==> src/hdl/rseq_pkg.sv <==
// Shared types, codes and helpers for the radio event sequencer.
// No dependencies; rseq_out_stage and the core import this package.
`timescale 1ns / 1ps

package rseq_pkg;

   // Input actions
   localparam logic [1:0] ACT_ORDER = 2'd0;
   localparam logic [1:0] ACT_END   = 2'd1;

   // Job types as stored
   localparam logic [1:0] JOB_RX    = 2'd0;
   localparam logic [1:0] JOB_RXP   = 2'd1;
   localparam logic [1:0] JOB_TX    = 2'd2;
   // unused type code on an order, folded to plain rx
   localparam logic [1:0] JOB_SPARE = 2'd3;

   // Result kinds
   localparam logic [2:0] KIND_STATUS = 3'd0;
   localparam logic [2:0] KIND_RX_REP = 3'd1;
   localparam logic [2:0] KIND_TX_REP = 3'd2;
   localparam logic [2:0] KIND_START  = 3'd3;
   localparam logic [2:0] KIND_IDLE   = 3'd4;
   localparam logic [2:0] KIND_EMPTY  = 3'd5;

   // Order status codes
   localparam logic [1:0] ORD_ACCEPTED = 2'd0;
   localparam logic [1:0] ORD_BAD_ADDR = 2'd1;
   localparam logic [1:0] ORD_FULL     = 2'd2;

   // Radio modes
   localparam logic [1:0] MODE_RX  = 2'd0;
   localparam logic [1:0] MODE_TX  = 2'd1;
   localparam logic [1:0] MODE_OFF = 2'd2;
   localparam logic [1:0] MODE_NEW = 2'd3;

   localparam logic [31:0] DEFAULT_AA   = 32'h8E89BED6;
   localparam logic [31:0] CRC_PURGED   = 32'hFFFFFFFF;
   localparam logic [6:0]  RSSI_ABSENT  = 7'd100;
   localparam logic [2:0]  RX_MASK_ONE  = 3'd1;
   localparam logic [2:0]  RX_MASK_BOTH = 3'd3;
   localparam logic [2:0]  MAX_TX_ADDR  = 3'd1;
   // at most this many purged jobs per service transaction
   localparam logic [2:0]  PURGE_LIMIT  = 3'd7;

   typedef struct packed {
      logic [1:0]  kind;
      logic [5:0]  channel;
      logic [2:0]  address;
      logic [7:0]  power;
      logic [15:0] packet;
   } job_entry_type;

   localparam int JOB_BITS = $bits(job_entry_type);

   typedef struct packed {
      logic [2:0]  kind;
      logic [1:0]  order_status;
      logic [15:0] packet_handle;
      logic        crc_passed;
      logic [31:0] crc_word;
      logic [6:0]  rssi_out;
      logic [5:0]  start_channel;
      logic [6:0]  start_frequency;
      logic        start_is_tx;
      logic [7:0]  start_power;
      logic [2:0]  start_address;
      logic        last;
   } rsp_payload_type;

   // BLE channel index to offset from 2400 MHz; high channels map like 39
   function automatic logic [6:0] chan_freq(input logic [5:0] ch);
      logic [6:0] dbl;
      dbl = {ch, 1'b0};
      if (ch <= 6'd10) begin
         chan_freq = dbl + 7'd4;
      end else if (ch <= 6'd36) begin
         chan_freq = dbl + 7'd6;
      end else if (ch == 6'd37) begin
         chan_freq = 7'd2;
      end else if (ch == 6'd38) begin
         chan_freq = 7'd26;
      end else begin
         chan_freq = 7'd80;
      end
   endfunction

endpackage

==> src/hdl/rseq_req_if.sv <==
// Request channel of the sequencer: valid/ready handshake plus job and event fields.
// No dependencies.
`timescale 1ns / 1ps

interface rseq_req_if;
   logic        valid;
   logic        ready;
   logic [1:0]  action;
   logic [1:0]  job_type;
   logic [5:0]  job_channel;
   logic [2:0]  job_address;
   logic [7:0]  job_power;
   logic [15:0] job_packet;
   logic        end_crc_ok;
   logic [23:0] end_crc_value;
   logic        end_rssi_valid;
   logic [6:0]  end_rssi;

   modport source (
      output valid, action, job_type, job_channel, job_address, job_power, job_packet,
             end_crc_ok, end_crc_value, end_rssi_valid, end_rssi,
      input  ready
   );
   modport sink (
      input  valid, action, job_type, job_channel, job_address, job_power, job_packet,
             end_crc_ok, end_crc_value, end_rssi_valid, end_rssi,
      output ready
   );
endinterface

==> src/hdl/rseq_rsp_if.sv <==
// Response channel of the sequencer: valid/ready handshake plus result fields.
// No dependencies.
`timescale 1ns / 1ps

interface rseq_rsp_if;
   logic        valid;
   logic        ready;
   logic [2:0]  kind;
   logic [1:0]  order_status;
   logic [15:0] packet_handle;
   logic        crc_passed;
   logic [31:0] crc_word;
   logic [6:0]  rssi_out;
   logic [5:0]  start_channel;
   logic [6:0]  start_frequency;
   logic        start_is_tx;
   logic [7:0]  start_power;
   logic [2:0]  start_address;
   logic        last;

   modport source (
      output valid, kind, order_status, packet_handle, crc_passed, crc_word, rssi_out,
             start_channel, start_frequency, start_is_tx, start_power, start_address, last,
      input  ready
   );
   modport sink (
      input  valid, kind, order_status, packet_handle, crc_passed, crc_word, rssi_out,
             start_channel, start_frequency, start_is_tx, start_power, start_address, last,
      output ready
   );
endinterface

==> src/hdl/rseq_ram.sv <==
// Generic single-write, single-read RAM with registered read data.
// No dependencies.
`timescale 1ns / 1ps

module rseq_ram #(
   parameter int WIDTH = 35,
   parameter int DEPTH = 8
) (
   input  logic                     clock,
   input  logic                     wr_en,
   input  logic [$clog2(DEPTH)-1:0] wr_addr,
   input  logic [WIDTH-1:0]         wr_data,
   input  logic [$clog2(DEPTH)-1:0] rd_addr,
   output logic [WIDTH-1:0]         rd_data
);

   logic [WIDTH-1:0] mem_ff [DEPTH];
   logic [WIDTH-1:0] rd_data_ff;

   always_ff @(posedge clock) begin
      if (wr_en) begin
         mem_ff[wr_addr] <= wr_data;
      end
      rd_data_ff <= mem_ff[rd_addr];
   end

   assign rd_data = rd_data_ff;

endmodule

==> src/hdl/rseq_out_stage.sv <==
// One-entry output register for results, decoupling the sequencer from the sink.
// Depends on rseq_pkg and rseq_rsp_if.
`timescale 1ns / 1ps

module rseq_out_stage (
   input  logic                     clock,
   input  logic                     reset,
   input  logic                     push,
   input  rseq_pkg::rsp_payload_type push_data,
   output logic                     free,
   rseq_rsp_if.source               rsp_chan
);
   import rseq_pkg::*;

   logic            valid_ff;
   logic            valid_in;
   rsp_payload_type data_ff;

   // space when empty or the held transaction leaves this cycle
   assign free     = !valid_ff || rsp_chan.ready;
   assign valid_in = push || (valid_ff && !rsp_chan.ready);

   always_ff @(posedge clock) begin
      if (reset) begin
         valid_ff <= 1'b0;
      end else begin
         valid_ff <= valid_in;
      end
   end

   always_ff @(posedge clock) begin
      if (push) begin
         data_ff <= push_data;
      end
   end

   assign rsp_chan.valid           = valid_ff;
   assign rsp_chan.kind            = data_ff.kind;
   assign rsp_chan.order_status    = data_ff.order_status;
   assign rsp_chan.packet_handle   = data_ff.packet_handle;
   assign rsp_chan.crc_passed      = data_ff.crc_passed;
   assign rsp_chan.crc_word        = data_ff.crc_word;
   assign rsp_chan.rssi_out        = data_ff.rssi_out;
   assign rsp_chan.start_channel   = data_ff.start_channel;
   assign rsp_chan.start_frequency = data_ff.start_frequency;
   assign rsp_chan.start_is_tx     = data_ff.start_is_tx;
   assign rsp_chan.start_power     = data_ff.start_power;
   assign rsp_chan.start_address   = data_ff.start_address;
   assign rsp_chan.last            = data_ff.last;

endmodule

==> src/hdl/radio_event_sequencer_core.sv <==
// Top level of the radio event sequencer: job queue, control sequencer, APB register.
// Depends on rseq_pkg, rseq_req_if, rseq_rsp_if, rseq_ram and rseq_out_stage.
// An order's status is pushed from S_ORDER into the output register; the next request is
// taken once the sequencer is back in S_IDLE. End and service events read the queue
// through its one registered read port (S_END_RD, S_PURGE_RD, S_START_RD); output stalls
// hold the sequencer. Results leave through a one-entry output register. Synchronous
// active-high reset empties the queue and sets the radio to never used; entries not cleared.
`timescale 1ns / 1ps

module radio_event_sequencer_core #(
   parameter int QUEUE_DEPTH = 8
) (
   input  logic        clock,
   input  logic        reset,
   rseq_req_if.sink    req_chan,
   rseq_rsp_if.source  rsp_chan,
   input  logic        psel,
   input  logic        penable,
   input  logic        pwrite,
   input  logic [1:0]  paddr,
   input  logic [31:0] pwdata,
   output logic [31:0] prdata,
   output logic        pready
);
   import rseq_pkg::*;

   localparam int AW = $clog2(QUEUE_DEPTH);
   localparam int CW = $clog2(QUEUE_DEPTH + 1);

   localparam logic [3:0] S_IDLE      = 4'd0;
   localparam logic [3:0] S_ORDER     = 4'd1;
   localparam logic [3:0] S_END       = 4'd2;
   localparam logic [3:0] S_END_RD    = 4'd3;
   localparam logic [3:0] S_END_REP   = 4'd4;
   localparam logic [3:0] S_PURGE     = 4'd5;
   localparam logic [3:0] S_PURGE_RD  = 4'd6;
   localparam logic [3:0] S_PURGE_CHK = 4'd7;
   localparam logic [3:0] S_MODE      = 4'd8;
   localparam logic [3:0] S_START_RD  = 4'd9;
   localparam logic [3:0] S_START     = 4'd10;

   logic [3:0]      state_ff, state_in;
   logic [AW-1:0]   head_ff, head_in;
   logic [CW-1:0]   count_ff, count_in;
   logic [1:0]      mode_ff, mode_in;
   logic [2:0]      purged_ff, purged_in;
   logic [31:0]     alt_aa_ff;

   // captured request fields
   logic [1:0]      type_ff;
   logic [5:0]      chan_ff;
   logic [2:0]      addr_ff;
   logic [7:0]      power_ff;
   logic [15:0]     packet_ff;
   logic            crc_ok_ff;
   logic [23:0]     crc_ff;
   logic            rssi_valid_ff;
   logic [6:0]      rssi_ff;

   logic            req_take;
   logic            push;
   logic            out_free;
   rsp_payload_type res;
   logic            wr_en;
   job_entry_type   wr_job;
   logic [AW-1:0]   tail;
   logic [CW:0]     tail_sum;
   logic [AW-1:0]   head_next;
   logic            queue_full;
   logic [JOB_BITS-1:0] rd_bits;
   job_entry_type   rd_job;

   // APB register
   assign pready = 1'b1;
   assign prdata = alt_aa_ff;

   always_ff @(posedge clock) begin
      if (reset) begin
         alt_aa_ff <= DEFAULT_AA;
      end else if (psel && penable && pwrite && (paddr == paddr)) begin
         alt_aa_ff <= pwdata;
      end
   end

   // queue pointers
   assign tail_sum   = (CW+1)'(head_ff) + (CW+1)'(count_ff);
   assign tail       = (tail_sum >= (CW+1)'(QUEUE_DEPTH))
                       ? AW'(tail_sum - (CW+1)'(QUEUE_DEPTH)) : AW'(tail_sum);
   assign head_next  = (head_ff == AW'(QUEUE_DEPTH - 1)) ? '0 : head_ff + AW'(1);
   assign queue_full = (count_ff == CW'(QUEUE_DEPTH));

   // stored entry for an order; unused type code is kept as plain rx
   always_comb begin
      wr_job.kind    = (type_ff == JOB_SPARE) ? JOB_RX : type_ff;
      wr_job.channel = chan_ff;
      wr_job.address = addr_ff;
      wr_job.power   = power_ff;
      wr_job.packet  = packet_ff;
   end

   rseq_ram #(
      .WIDTH (JOB_BITS),
      .DEPTH (QUEUE_DEPTH)
   ) u_job_ram (
      .clock   (clock),
      .wr_en   (wr_en),
      .wr_addr (tail),
      .wr_data (wr_job),
      .rd_addr (head_ff),
      .rd_data (rd_bits)
   );

   assign rd_job = rd_bits;

   rseq_out_stage u_out (
      .clock     (clock),
      .reset     (reset),
      .push      (push),
      .push_data (res),
      .free      (out_free),
      .rsp_chan  (rsp_chan)
   );

   assign req_chan.ready = (state_ff == S_IDLE);
   assign req_take       = req_chan.valid && req_chan.ready;

   // sequencer
   always_comb begin
      state_in  = state_ff;
      head_in   = head_ff;
      count_in  = count_ff;
      mode_in   = mode_ff;
      purged_in = purged_ff;
      push      = 1'b0;
      wr_en     = 1'b0;
      res       = '0;

      case (state_ff)
         S_IDLE: begin
            if (req_take) begin
               purged_in = '0;
               if (req_chan.action == ACT_ORDER) begin
                  state_in = S_ORDER;
               end else if (req_chan.action == ACT_END) begin
                  state_in = S_END;
               end else begin
                  state_in = S_PURGE;
               end
            end
         end
         S_ORDER: begin
            res.kind = KIND_STATUS;
            res.last = 1'b1;
            if (type_ff == JOB_TX && addr_ff > MAX_TX_ADDR) begin
               res.order_status = ORD_BAD_ADDR;
            end else if (queue_full) begin
               res.order_status = ORD_FULL;
            end else begin
               res.order_status = ORD_ACCEPTED;
            end
            if (out_free) begin
               push     = 1'b1;
               state_in = S_IDLE;
               if (res.order_status == ORD_ACCEPTED) begin
                  wr_en    = 1'b1;
                  count_in = count_ff + CW'(1);
               end
            end
         end
         S_END: begin
            if (count_ff == '0) begin
               res.kind = KIND_EMPTY;
               if (out_free) begin
                  push     = 1'b1;
                  mode_in  = MODE_OFF;
                  state_in = S_MODE;
               end
            end else begin
               state_in = S_END_RD;
            end
         end
         S_END_RD: begin
            state_in = S_END_REP;
         end
         S_END_REP: begin
            res.packet_handle = rd_job.packet;
            if (rd_job.kind == JOB_TX) begin
               res.kind = KIND_TX_REP;
            end else begin
               res.kind       = KIND_RX_REP;
               res.crc_passed = crc_ok_ff;
               res.crc_word   = {8'd0, crc_ff};
               res.rssi_out   = rssi_valid_ff ? rssi_ff : RSSI_ABSENT;
            end
            if (out_free) begin
               push     = 1'b1;
               head_in  = head_next;
               count_in = count_ff - CW'(1);
               mode_in  = MODE_OFF;
               state_in = S_MODE;
            end
         end
         S_PURGE: begin
            if (count_ff > CW'(1) && purged_ff != PURGE_LIMIT) begin
               state_in = S_PURGE_RD;
            end else begin
               state_in = S_MODE;
            end
         end
         S_PURGE_RD: begin
            state_in = S_PURGE_CHK;
         end
         S_PURGE_CHK: begin
            res.kind          = KIND_RX_REP;
            res.packet_handle = rd_job.packet;
            res.crc_word      = CRC_PURGED;
            res.rssi_out      = RSSI_ABSENT;
            if (rd_job.kind != JOB_RXP) begin
               state_in = S_MODE;
            end else if (out_free) begin
               push      = 1'b1;
               head_in   = head_next;
               count_in  = count_ff - CW'(1);
               mode_in   = MODE_OFF;
               purged_in = purged_ff + 3'd1;
               state_in  = S_PURGE;
            end
         end
         S_MODE: begin
            // a busy radio after nothing purged means no results at all
            if (mode_ff == MODE_OFF || mode_ff == MODE_NEW) begin
               if (count_ff == '0) begin
                  res.kind = KIND_IDLE;
                  res.last = 1'b1;
                  if (out_free) begin
                     push     = 1'b1;
                     state_in = S_IDLE;
                  end
               end else begin
                  state_in = S_START_RD;
               end
            end else begin
               state_in = S_IDLE;
            end
         end
         S_START_RD: begin
            state_in = S_START;
         end
         S_START: begin
            res.kind            = KIND_START;
            res.last            = 1'b1;
            res.packet_handle   = rd_job.packet;
            res.start_channel   = rd_job.channel;
            res.start_frequency = chan_freq(rd_job.channel);
            if (rd_job.kind == JOB_TX) begin
               res.start_is_tx   = 1'b1;
               res.start_power   = rd_job.power;
               res.start_address = rd_job.address;
            end else begin
               res.start_address = (alt_aa_ff != DEFAULT_AA) ? RX_MASK_BOTH : RX_MASK_ONE;
            end
            if (out_free) begin
               push     = 1'b1;
               mode_in  = (rd_job.kind == JOB_TX) ? MODE_TX : MODE_RX;
               state_in = S_IDLE;
            end
         end
         default: begin
            state_in = S_IDLE;
         end
      endcase
   end

   always_ff @(posedge clock) begin
      if (reset) begin
         state_ff  <= S_IDLE;
         head_ff   <= '0;
         count_ff  <= '0;
         mode_ff   <= MODE_NEW;
         purged_ff <= '0;
      end else begin
         state_ff  <= state_in;
         head_ff   <= head_in;
         count_ff  <= count_in;
         mode_ff   <= mode_in;
         purged_ff <= purged_in;
      end
   end

   // request capture
   always_ff @(posedge clock) begin
      if (req_take) begin
         type_ff       <= req_chan.job_type;
         chan_ff       <= req_chan.job_channel;
         addr_ff       <= req_chan.job_address;
         power_ff      <= req_chan.job_power;
         packet_ff     <= req_chan.job_packet;
         crc_ok_ff     <= req_chan.end_crc_ok;
         crc_ff        <= req_chan.end_crc_value;
         rssi_valid_ff <= req_chan.end_rssi_valid;
         rssi_ff       <= req_chan.end_rssi;
      end
   end

endmodule
==> src/flat_wrapper.sv <==
// flat-port wrapper written by rule: the top's interface ports become plain ports
module radio_event_sequencer_core_flat import rseq_pkg::*;
#(
   parameter int QUEUE_DEPTH = 8
)
  (clock, reset, psel, penable, pwrite, paddr, pwdata, prdata, pready, req_chan_valid, req_chan_action, req_chan_job_type, req_chan_job_channel, req_chan_job_address, req_chan_job_power, req_chan_job_packet, req_chan_end_crc_ok, req_chan_end_crc_value, req_chan_end_rssi_valid, req_chan_end_rssi, req_chan_ready, rsp_chan_valid, rsp_chan_kind, rsp_chan_order_status, rsp_chan_packet_handle, rsp_chan_crc_passed, rsp_chan_crc_word, rsp_chan_rssi_out, rsp_chan_start_channel, rsp_chan_start_frequency, rsp_chan_start_is_tx, rsp_chan_start_power, rsp_chan_start_address, rsp_chan_last, rsp_chan_ready);
  rseq_req_if req_chan_i ();
  rseq_rsp_if rsp_chan_i ();
  input  logic clock;
  input  logic reset;
  input  logic psel;
  input  logic penable;
  input  logic pwrite;
  input  logic [1:0] paddr;
  input  logic [31:0] pwdata;
  output logic [31:0] prdata;
  output logic pready;
  input wire logic [$bits(req_chan_i.valid)-1:0] req_chan_valid;
  input wire logic [$bits(req_chan_i.action)-1:0] req_chan_action;
  input wire logic [$bits(req_chan_i.job_type)-1:0] req_chan_job_type;
  input wire logic [$bits(req_chan_i.job_channel)-1:0] req_chan_job_channel;
  input wire logic [$bits(req_chan_i.job_address)-1:0] req_chan_job_address;
  input wire logic [$bits(req_chan_i.job_power)-1:0] req_chan_job_power;
  input wire logic [$bits(req_chan_i.job_packet)-1:0] req_chan_job_packet;
  input wire logic [$bits(req_chan_i.end_crc_ok)-1:0] req_chan_end_crc_ok;
  input wire logic [$bits(req_chan_i.end_crc_value)-1:0] req_chan_end_crc_value;
  input wire logic [$bits(req_chan_i.end_rssi_valid)-1:0] req_chan_end_rssi_valid;
  input wire logic [$bits(req_chan_i.end_rssi)-1:0] req_chan_end_rssi;
  output wire logic [$bits(req_chan_i.ready)-1:0] req_chan_ready;
  output wire logic [$bits(rsp_chan_i.valid)-1:0] rsp_chan_valid;
  output wire logic [$bits(rsp_chan_i.kind)-1:0] rsp_chan_kind;
  output wire logic [$bits(rsp_chan_i.order_status)-1:0] rsp_chan_order_status;
  output wire logic [$bits(rsp_chan_i.packet_handle)-1:0] rsp_chan_packet_handle;
  output wire logic [$bits(rsp_chan_i.crc_passed)-1:0] rsp_chan_crc_passed;
  output wire logic [$bits(rsp_chan_i.crc_word)-1:0] rsp_chan_crc_word;
  output wire logic [$bits(rsp_chan_i.rssi_out)-1:0] rsp_chan_rssi_out;
  output wire logic [$bits(rsp_chan_i.start_channel)-1:0] rsp_chan_start_channel;
  output wire logic [$bits(rsp_chan_i.start_frequency)-1:0] rsp_chan_start_frequency;
  output wire logic [$bits(rsp_chan_i.start_is_tx)-1:0] rsp_chan_start_is_tx;
  output wire logic [$bits(rsp_chan_i.start_power)-1:0] rsp_chan_start_power;
  output wire logic [$bits(rsp_chan_i.start_address)-1:0] rsp_chan_start_address;
  output wire logic [$bits(rsp_chan_i.last)-1:0] rsp_chan_last;
  input wire logic [$bits(rsp_chan_i.ready)-1:0] rsp_chan_ready;
  assign req_chan_i.valid = req_chan_valid;
  assign req_chan_i.action = req_chan_action;
  assign req_chan_i.job_type = req_chan_job_type;
  assign req_chan_i.job_channel = req_chan_job_channel;
  assign req_chan_i.job_address = req_chan_job_address;
  assign req_chan_i.job_power = req_chan_job_power;
  assign req_chan_i.job_packet = req_chan_job_packet;
  assign req_chan_i.end_crc_ok = req_chan_end_crc_ok;
  assign req_chan_i.end_crc_value = req_chan_end_crc_value;
  assign req_chan_i.end_rssi_valid = req_chan_end_rssi_valid;
  assign req_chan_i.end_rssi = req_chan_end_rssi;
  assign req_chan_ready = req_chan_i.ready;
  assign rsp_chan_valid = rsp_chan_i.valid;
  assign rsp_chan_kind = rsp_chan_i.kind;
  assign rsp_chan_order_status = rsp_chan_i.order_status;
  assign rsp_chan_packet_handle = rsp_chan_i.packet_handle;
  assign rsp_chan_crc_passed = rsp_chan_i.crc_passed;
  assign rsp_chan_crc_word = rsp_chan_i.crc_word;
  assign rsp_chan_rssi_out = rsp_chan_i.rssi_out;
  assign rsp_chan_start_channel = rsp_chan_i.start_channel;
  assign rsp_chan_start_frequency = rsp_chan_i.start_frequency;
  assign rsp_chan_start_is_tx = rsp_chan_i.start_is_tx;
  assign rsp_chan_start_power = rsp_chan_i.start_power;
  assign rsp_chan_start_address = rsp_chan_i.start_address;
  assign rsp_chan_last = rsp_chan_i.last;
  assign rsp_chan_i.ready = rsp_chan_ready;
  radio_event_sequencer_core #(.QUEUE_DEPTH(QUEUE_DEPTH)) u_core (.clock(clock), .reset(reset), .req_chan(req_chan_i), .rsp_chan(rsp_chan_i), .psel(psel), .penable(penable), .pwrite(pwrite), .paddr(paddr), .pwdata(pwdata), .prdata(prdata), .pready(pready));
endmodule
==> config.mk <==
export PLATFORM = sky130hd
export DESIGN_NAME = radio_event_sequencer_core_flat
export DESIGN_NICKNAME = d
export VERILOG_FILES = /design/src/hdl/rseq_pkg.sv /design/src/hdl/rseq_req_if.sv /design/src/hdl/rseq_rsp_if.sv /design/src/hdl/rseq_ram.sv /design/src/hdl/rseq_out_stage.sv /design/src/hdl/radio_event_sequencer_core.sv /design/src/flat_wrapper.sv
export SDC_FILE = /design/constraint.sdc
export NUM_CORES = 1
export LEC_CHECK = 0
export BUFFER_PORTS_ARGS = -buffer_cell sky130_fd_sc_hd__buf_4
export CAP_MARGIN = 10
export CORE_MARGIN = 1.5
export CORE_UTILIZATION = 55
export CTS_CLUSTER_DIAMETER = 80
export DETAILED_ROUTE_END_ITERATION = 10
export GPL_TIMING_DRIVEN = 1
export MAX_ROUTING_LAYER = met4
export PLACE_DENSITY = 0.76
export SYNTH_ARGS = -nofsm -noshare
export SYNTH_HDL_FRONTEND = slang
export SYNTH_SLANG_ARGS = --single-unit
==> constraint.sdc <==
create_clock -name clock -period 9.8 [get_ports clock]
set_input_delay 0.49 -clock clock [delete_from_list [all_inputs] [get_ports clock]]
set_output_delay 0.49 -clock clock [all_outputs]
set_load 0.01 [all_outputs]
# After elaboration in Yosys (flattened, before gate mapping)
# Memory sizes are Yosys's and may differ from the RTL's. A register that Yosys moved wholly into a read port is not among the register bits.
# Cells that the tools add are included.
[word_totals]
register_bits = 204
n_memories = 1
out_inout_bits = 122
word_cells = 167
ramBits = 280
[memory_table]
columns = ["memory", "words", "width", "rd", "rd_clocked_by_memory_dff", "wr", "line_no", "rtl"]
rows = [
  ["u_core.u_job_ram.mem_ff", 8, 35, 1, 1, 1, "rseq_ram.sv:17", "logic [WIDTH-1:0] mem_ff [DEPTH];"],
]
[classes]
n_mux = 64
addsub = 8
n_eq_ne = 31
order_cmp = 5
n_reduce_logical = 29
bitwise = 1
[ops]
columns = ["op", "count"]
rows = [
  ["one-hot mux 39 bit (2 select lines)", 1],
  ["two-way mux 4 bit", 14],
  ["one-hot mux 4 bit (10 select lines)", 1],
  ["two-way mux 3 bit", 12],
  ["two-way mux 7 bit", 5],
  ["!= test 32 bit (second input constant)", 1],
  ["two-way mux 31 bit", 1],
  ["two-way mux 2 bit", 10],
  ["equality test 4 x 3 -> 1 bit (second input constant)", 4],
  ["equality test 4 bit (second input constant)", 4],
  ["one-hot mux 3 bit (5 select lines)", 1],
  ["adder 7 x 3 -> 7 bit (second input constant)", 2],
  ["equality test 6 bit (second input constant)", 2],
  ["two-way mux 1 bit", 12],
  ["!= test 2 x 1 -> 1 bit (second input constant)", 6],
  ["one-hot mux 3 bit (2 select lines)", 2],
  ["one-hot mux 4 bit (3 select lines)", 1],
  ["AND reduction 4 bit", 3],
  ["equality test 2 bit (second input constant)", 5],
  ["two-way mux 9 bit", 1],
  ["equality test 4 x 2 -> 1 bit (second input constant)", 2],
  ["zero test 4 bit", 2],
  ["one-hot mux 2 bit (4 select lines)", 1],
  ["adder 3 x 1 -> 3 bit (second input constant)", 2],
  ["28 further kinds", 43],
]

# Longest topological paths before layout
# Gate-level depths: netlist of the first run.
[logic_depth]
ltp_word = 10
mapped_depth = 8
depth_no_buf = 7

# Cells and area by module
# A second synthesis of the first run with hierarchy kept.
[hier_totals]
hier_cells = 1092
hier_area_um2 = 19665.1
[by_module_without_submodules]
columns = ["module", "cells_each", "seq_area_each_um2", "instances", "area_each_um2"]
rows = [
  ["rseq_ram", 453, 9108.7, 1, 11536.1],
  ["radio_event_sequencer_core", 548, 2982.9, 1, 5470.2],
  ["rseq_out_stage", 91, 2632.5, 1, 2658.8],
]

# Least setup slack after synthesis of the first run
# Ideal clock, no wire load.
[synth_path]
path_type = "flip-flop to flip-flop"
from = "register u_core.count_ff[1]"
to = "register u_core.u_out.data_ff (netlist bit u_core.u_out.rsp_chan.crc_passed) (enable)"
path_stages_with_launch = 8
setup_ns = 0.517
n_path_buf = 0
arrival_ns = 4.605
path_slack_ns = 4.678
cell_sequence = "dfxtp_1 inv_1 ha_1 nor3b_2 o21ai_0 a21oi_1 nor2_1 nor2_1"
[synth_between]
elab_chain_cells = 4
[synth_lines]
columns = ["element", "line_no", "rtl"]
rows = [
  ["start: declaration", "radio_event_sequencer_core.sv:44", "logic [CW-1:0] count_ff, count_in;"],
  ["start signal: assignment", "radio_event_sequencer_core.sv:284", "count_ff <= count_in;"],
  ["zero test 4 bit (*)", "radio_event_sequencer_core.sv:171, radio_event_sequencer_core.sv:232", ""],
  ["two-way mux 1 bit (*)", "radio_event_sequencer_core.sv:171", "if (count_ff == '0) begin"],
  ["two-way mux 1 bit", "radio_event_sequencer_core.sv:231", "if (mode_ff == MODE_OFF || mode_ff == MODE_NEW) begin"],
  ["one-hot mux 1 bit (4 select lines) (*)", "radio_event_sequencer_core.sv:138", "case (state_ff)"],
  ["via u_core.push", "radio_event_sequencer_core.sv:61", "logic push;"],
  ["end signal: assignment", "rseq_out_stage.sv:33", "data_ff <= push_data;"],
  ["end: declaration", "rseq_out_stage.sv:17", "rsp_payload_type data_ff;"],
]
# The timed path passes the listed nets; every way through them passes the cells marked *.
# A chain may end at the register's enable or synchronous reset.

# Final worst setup path of the first run
[layout_path]
from = "register u_core.head_ff[1]"
to = "memory u_core.u_job_ram.mem_ff[5][2] (enable)"
[layout_between]
elab_chain_cells = 3
[layout_lines]
columns = ["element", "line_no", "rtl"]
rows = [
  ["start: declaration", "radio_event_sequencer_core.sv:43", "logic [AW-1:0] head_ff, head_in;"],
  ["start signal: assignment", "radio_event_sequencer_core.sv:283", "head_ff <= head_in;"],
  ["adder 3 x 4 -> 5 bit (*)", "radio_event_sequencer_core.sv:86", "assign tail_sum = (CW+1)'(head_ff) + (CW+1)'(count_ff);"],
  [">= comparator 5 x 4 -> 1 bit / subtractor 3 x 1 -> 3 bit (equally long branches)", "radio_event_sequencer_core.sv:87, radio_event_sequencer_core.sv:88", ""],
  ["two-way mux 3 bit (*)", "radio_event_sequencer_core.sv:88", "? AW'(tail_sum - (CW+1)'(QUEUE_DEPTH)) : AW'(tail_sum);"],
  ["end: declaration", "rseq_ram.sv:17", ""],
]
# Mark *: on every way between the ends. The rest lies on a longest branch, timed or not.

==> results of run 1 <==
routing by layer:
| metal | up-vias | GRT usage [%] | part of all wire, % |
|---|---|---|---|
| met1 | 5011 | 28.9 | 43 |
| li1 | 4673 | - | - |
| met5 | - | - | 0 |
| met4 | 0 | 5.53 | 1.9 |
| met3 | 57 | 3.24 | 5.9 |
| met2 | 377 | 34.7 | 49 |
layout make-up:
type | instances | area share [%]
Sequential cell | 510 | 63.3
Multi-Input combinational cell | 522 | 18.9
Timing Repair Buffer | 244 | 8.00
Clock buffer | 67 | 5.96
Tap cell | 455 | 2.48
Clock inverter | 26 | 1.15
Inverter | 13 | 0.213
registers in the layout, indices dropped and copies added, names as in the netlist, 2 cells and up:
register / count
u_core.u_out.rsp_chan.rssi_out: 7
u_core.u_out.rsp_chan.kind: 3
u_core.type_ff: 2
u_core.purged_ff: 3
u_core.u_out.rsp_chan.start_address: 3
u_core.crc_ff: 24
u_core.addr_ff: 3
u_core.u_job_ram.mem_ff: 280
u_core.packet_ff: 16
u_core.u_job_ram.rd_data: 35
u_core.count_ff: 4
u_core.u_out.rsp_chan.start_channel: 6
u_core.u_out.rsp_chan.start_power: 8
u_core.chan_ff: 6
u_core.prdata: 32
u_core.head_ff: 3
u_core.rssi_ff: 7
u_core.u_out.rsp_chan.crc_word: 25
u_core.u_out.rsp_chan.start_frequency: 6
u_core.state_ff: 4
u_core.u_out.rsp_chan.order_status: 2
u_core.power_ff: 8
u_core.u_out.rsp_chan.packet_handle: 16
worst max path at each step:
stage | startpoint | endpoint | slack, ps | cells after the start
finish | u_core.head_ff[1]$_SDFFE_PP0P_ | u_core.u_job_ram.mem_ff[5][2]$_DFFE_PP_ | 5900 | 8
global route | u_core.head_ff[1]$_SDFFE_PP0P_ | u_core.u_job_ram.mem_ff[5][2]$_DFFE_PP_ | 5650 | 8
CTS | u_core.head_ff[1]$_SDFFE_PP0P_ | u_core.u_job_ram.mem_ff[5][2]$_DFFE_PP_ | 5900 | 8
detailed placement | u_core.head_ff[1]$_SDFFE_PP0P_ | u_core.u_job_ram.mem_ff[5][9]$_DFFE_PP_ | 6010 | 8
global placement | u_core.head_ff[1]$_SDFFE_PP0P_ | u_core.u_job_ram.mem_ff[5][3]$_DFFE_PP_ | 6040 | 8
floorplan | u_core.count_ff[1]$_SDFFE_PP0P_ | u_core.u_out.rsp_chan.crc_passed$_SDFFCE_PN0P_ | 4680 | 7
synth_stat cells (3+ instances only):
master      n
clkbuf_1   42
a31oi_1     3
buf_2      10
buf_1       3
a211oi_1    4
nand4_1     4
and2_1     11
nor2b_1    31
nor2_1     41
nor4b_1     3
ha_1       14
buf_4       9
o21ai_0    20
edfxtp_1  427
mux2_2     36
or3_1       3
nand2_1   136
nand3b_1   18
mux4_2     70
a21oi_1    44
dfxtp_1    83
xnor2_1     5
nand3_1     6
nand2b_1    6
nor3_1     12
nor4_1      4
inv_1      13
and3_1      9
cell families after synthesis:
logic type | Yosys count | share of synthesized area, %
and+or+nand+nor | 299 | 7.68
muxes | 108 | 10.5
AOI/OAI and AO/OA | 91 | 2.86
other | 2 | 0.0393
xor gates and xnor gates | 7 | 0.321
DFF | 510 | 75.8
buffers and inverters | 77 | 1.76
adders and majority gates | 15 | 1.02
worst register-to-register path, stage by stage, from the launching register on:
cell and delay (ps):
dfxtp_4 330, buf_4 750, inv_1 210, fa_1 420, xnor2_1 290, xor2_1 420, nand2_1 230, nor2_4 430
buf_4 470
per-stage QoR:
stage               power (mW)  setup WS (ps)
detailed placement        4.66           6010
floorplan                 4.08           4680
CTS                       6.53           5900
global route              6.77           5650
finish                    6.47           5900
global placement          4.61           6040
power by group:
| group | total [mW] | internal [mW] | switching [mW] |
|---|---|---|---|
| sequential | 3.27 | 3.00 | 0.275 |
| clock | 1.87 | 1.09 | 0.778 |
| combinational | 1.33 | 0.618 | 0.712 |
| total | 6.47 | 4.70 | 1.77 |
==> flow_summary.json, run 1 <==
{
  "post-route-util_pct": 66.6,
  "slowest_delay_ps": 750,
  "clk_pin_slew_ps": 60,
  "layoutNonFillerInstCount": 1837,
  "synthCells": 1109,
  "power_density_mw_per_mm2": 282,
  "die_y_um": 189,
  "slew_headroom_pct": 19.7,
  "r2r_setup_slack_ps": 5900,
  "vias": 10100,
  "drc": 0,
  "skew_ps": 23.0,
  "multi_input_area_mm2": 0.00434,
  "grt_max_degree": 74,
  "synthTopCellsByArea": "edfxtp_1 (67%), dfxtp_1 (8.7%), mux4_2 (8.3%)",
  "run_status": "finished, final reports clean",
  "syn2layout_area_growth_pct": 20.0,
  "numPortBuffers": 228,
  "dieArea_mm2": 0.0359,
  "grt_overflow": 0,
  "maxCapViolCount": 0,
  "drive_gt1_share_pct": 31.9,
  "rows": 68,
  "worst_ep_arrival_time_ps": 4100,
  "hp-class": "input pin to flip-flop",
  "initial_utilization_pct": 55.6,
  "drt-vias-per-instance": 5.51,
  "hold_buffers": 0,
  "seqCellArea_mm2": 0.0145,
  "rr_endpoint": "u_core.u_job_ram.mem_ff[5][2]$_DFFE_PP_",
  "ys_ff_latch": 510,
  "htreeDepth": 2,
  "synthDistinctLibCells": 61,
  "ir_drop_mv": 0.216,
  "grt_usage_pct": 21.4,
  "place_congestion": 0.860,
  "dr.pass1.iters": 5,
  "endpoint_kind": "flip-flop",
  "wl_per_cell_um": 20.1,
  "die_w_um": 189,
  "worst-path-buf-inv": 3,
  "hold_viol_final": 0,
  "cts_root_buffer": "clkbuf_16",
  "ys_async_sr_fraction_pct": 0,
  "reg2reg_from": "u_core.head_ff[1]$_SDFFE_PP0P_",
  "min-delay-start": "req_chan_job_packet[5]",
  "layout_common_cells": "edfxtp_1 (427), buf_4 (244), nand2_1 (136), dfxtp_1 (80), mux4_2 (70)",
  "dp_hpwl_um": 21400,
  "setup_tns_ps": 0,
  "min_to": "u_core.packet_ff[5]$_DFFE_PP_",
  "ios": 233,
  "yosys.area.top_type": "edfxtp_1",
  "report.final.slew_viol_count": 0,
  "synth_area_mm2": 0.0191,
  "nFillCells": 2289,
  "ant_nets": 0,
  "critPathKind": "flip-flop to flip-flop",
  "final_common_cell": "edfxtp_1",
  "cp_slowest_cell": "buf_4",
  "min_period_over_period_pct": 39.8,
  "final_nets": 1467,
  "dpl.cell_count": 1744,
  "setup_viol": 0,
  "yosysSeqAreaShare_pct": 75.8,
  "rsz0062_at_grt": "no",
  "synth-edff-count": 427,
  "post-cts-setup-buffer-count": 0,
  "synth_top_area_share_pct": 67.1,
  "synth_flop_cell": "edfxtp_1",
  "min_period_ps": 3900,
  "drt_iter0_drc": 780,
  "worstPathMaxFanout": 73,
  "cts_tree": "built",
  "timing.fmax_ghz": 0.256,
  "cts_resized": 0,
  "first_global_vias": 10000,
  "dpl_cell_area_mm2": 0.0213,
  "synth_nets": 1235,
  "clkLatencyLatePin_ps": 560,
  "clock_sinks": 510,
  "core_area_mm2": 0.0344,
  "antenna_found_initial": 0,
  "cp.required_ps": 10000,
  "path_cells": "buf_4, inv_1, fa_1, xnor2_1, xor2_1, nand2_1, nor2_4, buf_4",
  "cp_common_cell": "buf_4",
  "yosysWarningCount": 0,
  "syn_area_per_cell_um2": 17.2,
  "grt_pass1_wl_um": 57000,
  "cts_buffer_depth": 3,
  "final_cell_area_mm2": 0.0229,
  "critPathLaunchType": "flip-flop",
  "critPathTopFamily": "buffers and inverters",
  "hold-path-cell-count": 1,
  "numCtsBuffers": 50,
  "r2r_cells": 8,
  "antennaDiodeCount": 0,
  "worstMarginPinSlew_ps": 1200,
  "whs_ps": 102,
  "leakagePower_nw": 8.18,
  "routed_wl_um": 36900
}
No activity file was read; power rests on OpenSTA's default activity.
==> run 2, diff against run 1 <==
- ABC_AREA: unset -> 1
- CORE_UTILIZATION: 55 -> 52
- PLACE_DENSITY: 0.76 -> 0.75
- clock period: 9.8 -> 3.35 ns (I/O delays scaled with it)
==> run 2 against run 1 <==
Against the previous run:
- largest power group unchanged
- power rose to 3.1 times the previous value
- critical endpoint is now u_core.u_job_ram.mem_ff[3][25]$_DFFE_PP_
- cell count up 32%
- via count up 29%
- combinational power rose to 3.7 times the previous value
- maximum frequency up 37%
- non-clock buffer count up 122
- count of clock-buffer cells in the layout down 1
- worst hold slack worse by 28 ps
==> flow_summary.json, run 2 <==
{
  "clock_sinks": 510,
  "yosysWarningCount": 0,
  "synth_flop_cell": "edfxtp_1",
  "nFillCells": 2467,
  "die_w_um": 196,
  "grt_usage_pct": 23.4,
  "cts_root_buffer": "clkbuf_16",
  "drc": 0,
  "place_congestion": 0.928,
  "ys_async_sr_fraction_pct": 0,
  "slowest_delay_ps": 550,
  "syn_area_per_cell_um2": 12.3,
  "dr.pass1.iters": 5,
  "numCtsBuffers": 50,
  "report.final.slew_viol_count": 0,
  "ys_ff_latch": 510,
  "first_global_vias": 13000,
  "largest-register": "u_core.u_job_ram.mem_ff",
  "setup_tns_ps": 0,
  "slew_headroom_pct": 39.9,
  "grt_overflow": 0,
  "worstPathMaxFanout": 26,
  "synth_area_mm2": 0.0193,
  "synth-edff-count": 427,
  "yosysSeqAreaShare_pct": 75.0,
  "critPathTopFamily": "simple AND/OR/NAND/NOR gates",
  "htreeDepth": 2,
  "setup_viol": 0,
  "synth_top_area_share_pct": 66.4,
  "yosys.area.top_type": "edfxtp_1",
  "cp.required_ps": 3620,
  "hp-class": "input pin to flip-flop",
  "syn2layout_area_growth_pct": 26.7,
  "run_status": "finished, final reports clean",
  "dieArea_mm2": 0.0383,
  "cp_slowest_cell": "o21ai_0",
  "multi_input_area_mm2": 0.00420,
  "hold_viol_final": 0,
  "initial_utilization_pct": 52.8,
  "maxCapViolCount": 0,
  "grt_max_degree": 94,
  "power_density_mw_per_mm2": 813,
  "die_y_um": 196,
  "routed_wl_um": 43500,
  "final_nets": 2037,
  "ant_nets": 0,
  "min_period_ps": 2860,
  "core_area_mm2": 0.0366,
  "ios": 233,
  "critPathKind": "flip-flop to flip-flop",
  "clk_pin_slew_ps": 60,
  "antenna_found_initial": 0,
  "wl_per_cell_um": 18.0,
  "min_period_over_period_pct": 85.2,
  "largest_register_ffs": 280,
  "dpl_cell_area_mm2": 0.0217,
  "path_cells": "o21ai_0, nand3_1, nor2_1, nand2_1, nor2_4, buf_12",
  "drt-vias-per-instance": 5.41,
  "worst-path-buf-inv": 1,
  "grt_pass1_wl_um": 67600,
  "final_common_cell": "edfxtp_1",
  "drt_iter0_drc": 836,
  "synthCells": 1571,
  "critPathLaunchType": "flip-flop",
  "clkLatencyLatePin_ps": 590,
  "rsz0062_at_grt": "no",
  "ir_drop_mv": 0.636,
  "rows": 70,
  "worstMarginPinSlew_ps": 902,
  "timing.fmax_ghz": 0.350,
  "leakagePower_nw": 9.67,
  "cts_tree": "built",
  "worst_ep_arrival_time_ps": 3130,
  "numPortBuffers": 228,
  "synth_nets": 1697,
  "vias": 13100,
  "layout_common_cells": "edfxtp_1 (427), nand2_1 (266), buf_4 (240), nor2_1 (235), o21ai_0 (171)",
  "ys_top_cells_by_count": "edfxtp_1 (427), nand2_1 (266), nor2_1 (244)",
  "synthTopCellsByArea": "edfxtp_1 (66%), dfxtp_1 (8.6%), nand2_1 (5.2%)",
  "antennaDiodeCount": 0,
  "dp_hpwl_um": 24300,
  "drive_gt1_share_pct": 19.0,
  "cts_buffer_depth": 3,
  "final_cell_area_mm2": 0.0245,
  "synthDistinctLibCells": 40,
  "yosys.cell_count.top_type": "edfxtp_1",
  "seqCellArea_mm2": 0.0145,
  "endpoint_kind": "flip-flop",
  "cts_resized": 0,
  "skew_ps": 17.7
}
[run 2: cell count changes after synthesis, moves of 36 or more]
cell,previous run,this run
o22ai_1,0,71
mux2_2,36,0
mux4_2,70,0
inv_1,13,84
o21ai_0,20,171
nand2_1,136,266
nor2_1,41,244
[run 2: repair_timing]
action,in CTS,in global routing
hold buffers,114,0
setup buffers,0,0
hold endpoints to repair,106,0
[run 2: final timing paths]
kind	start	to	slack (ps)	cells past startpoint
setup reg to reg	u_core.addr_ff[1]$_DFFE_PP_	u_core.u_job_ram.mem_ff[3][25]$_DFFE_PP_	490	6
setup / recovery	u_core.addr_ff[1]$_DFFE_PP_	u_core.u_job_ram.mem_ff[3][25]$_DFFE_PP_	490	6
hold reg to reg	u_core.prdata[14]$_SDFFE_PP0P_	u_core.prdata[14]$_SDFFE_PP0P_	490	2
hold / removal	req_chan_valid	u_core.state_ff[2]$_SDFFE_PP0P_	70	5
[run 2: per-layer routing]
| layer | global-route usage (%) | routed length [um] |
|---|---|---|
| met4 | 10.5 | 1590 |
| met2 | 40.2 | 22000 |
| met1 | 27.5 | 16900 |
| met5 | - | 0 |
| met3 | 3.61 | 3050 |
[run 2: through the flow]
step	power, mW	hold WS [ps]	cells	util, %	worst slack (ps)
finish	19.9	74.0	2421	66.8	495
detailed placement	14.4	347	2213	59.2	565
global placement	14.2	346	2213	59.2	616
CTS	20.0	30.2	2421	66.8	557
global route	20.9	96.4	2421	66.8	296
floorplan	12.2	266	1571	-	-259
[run 2: report_power, final]
part	internal, mW	switching (mW)	total (mW)
combinational	1.80	3.13	4.93
clock	3.13	2.38	5.51
sequential	8.79	0.671	9.46
[run 2: kinds of logic (layout without fill, tap and decap cells)]
family	Yosys count	count (layout)	synth area share [%]
AO/OA/AOI/OAI	289	289	8.02
XOR/XNOR	9	9	0.408
adder cells (fa/ha/maj)	15	15	1.01
buffers and inverters	177	559	3.70
flip-flops	510	510	75.0
other	2	2	0.0389
AND/OR/NAND/NOR	569	569	11.8
[run 2: layout make-up]
cell class	count	area share [%]
Clock inverter	28	1.13
Tap cell	468	2.39
Sequential cell	510	59.2
Timing Repair Buffer	366	13.0
Clock buffer	66	5.56
Multi-Input combinational cell	884	17.2
Inverter	99	1.52
[run 2: worst reg2reg max path, cell delays in order, from the launching register on]
cell and delay [ps]:
edfxtp_1 510, o21ai_0 550, nand3_1 130, nor2_1 260, nand2_1 320, nor2_4 490
buf_12 290
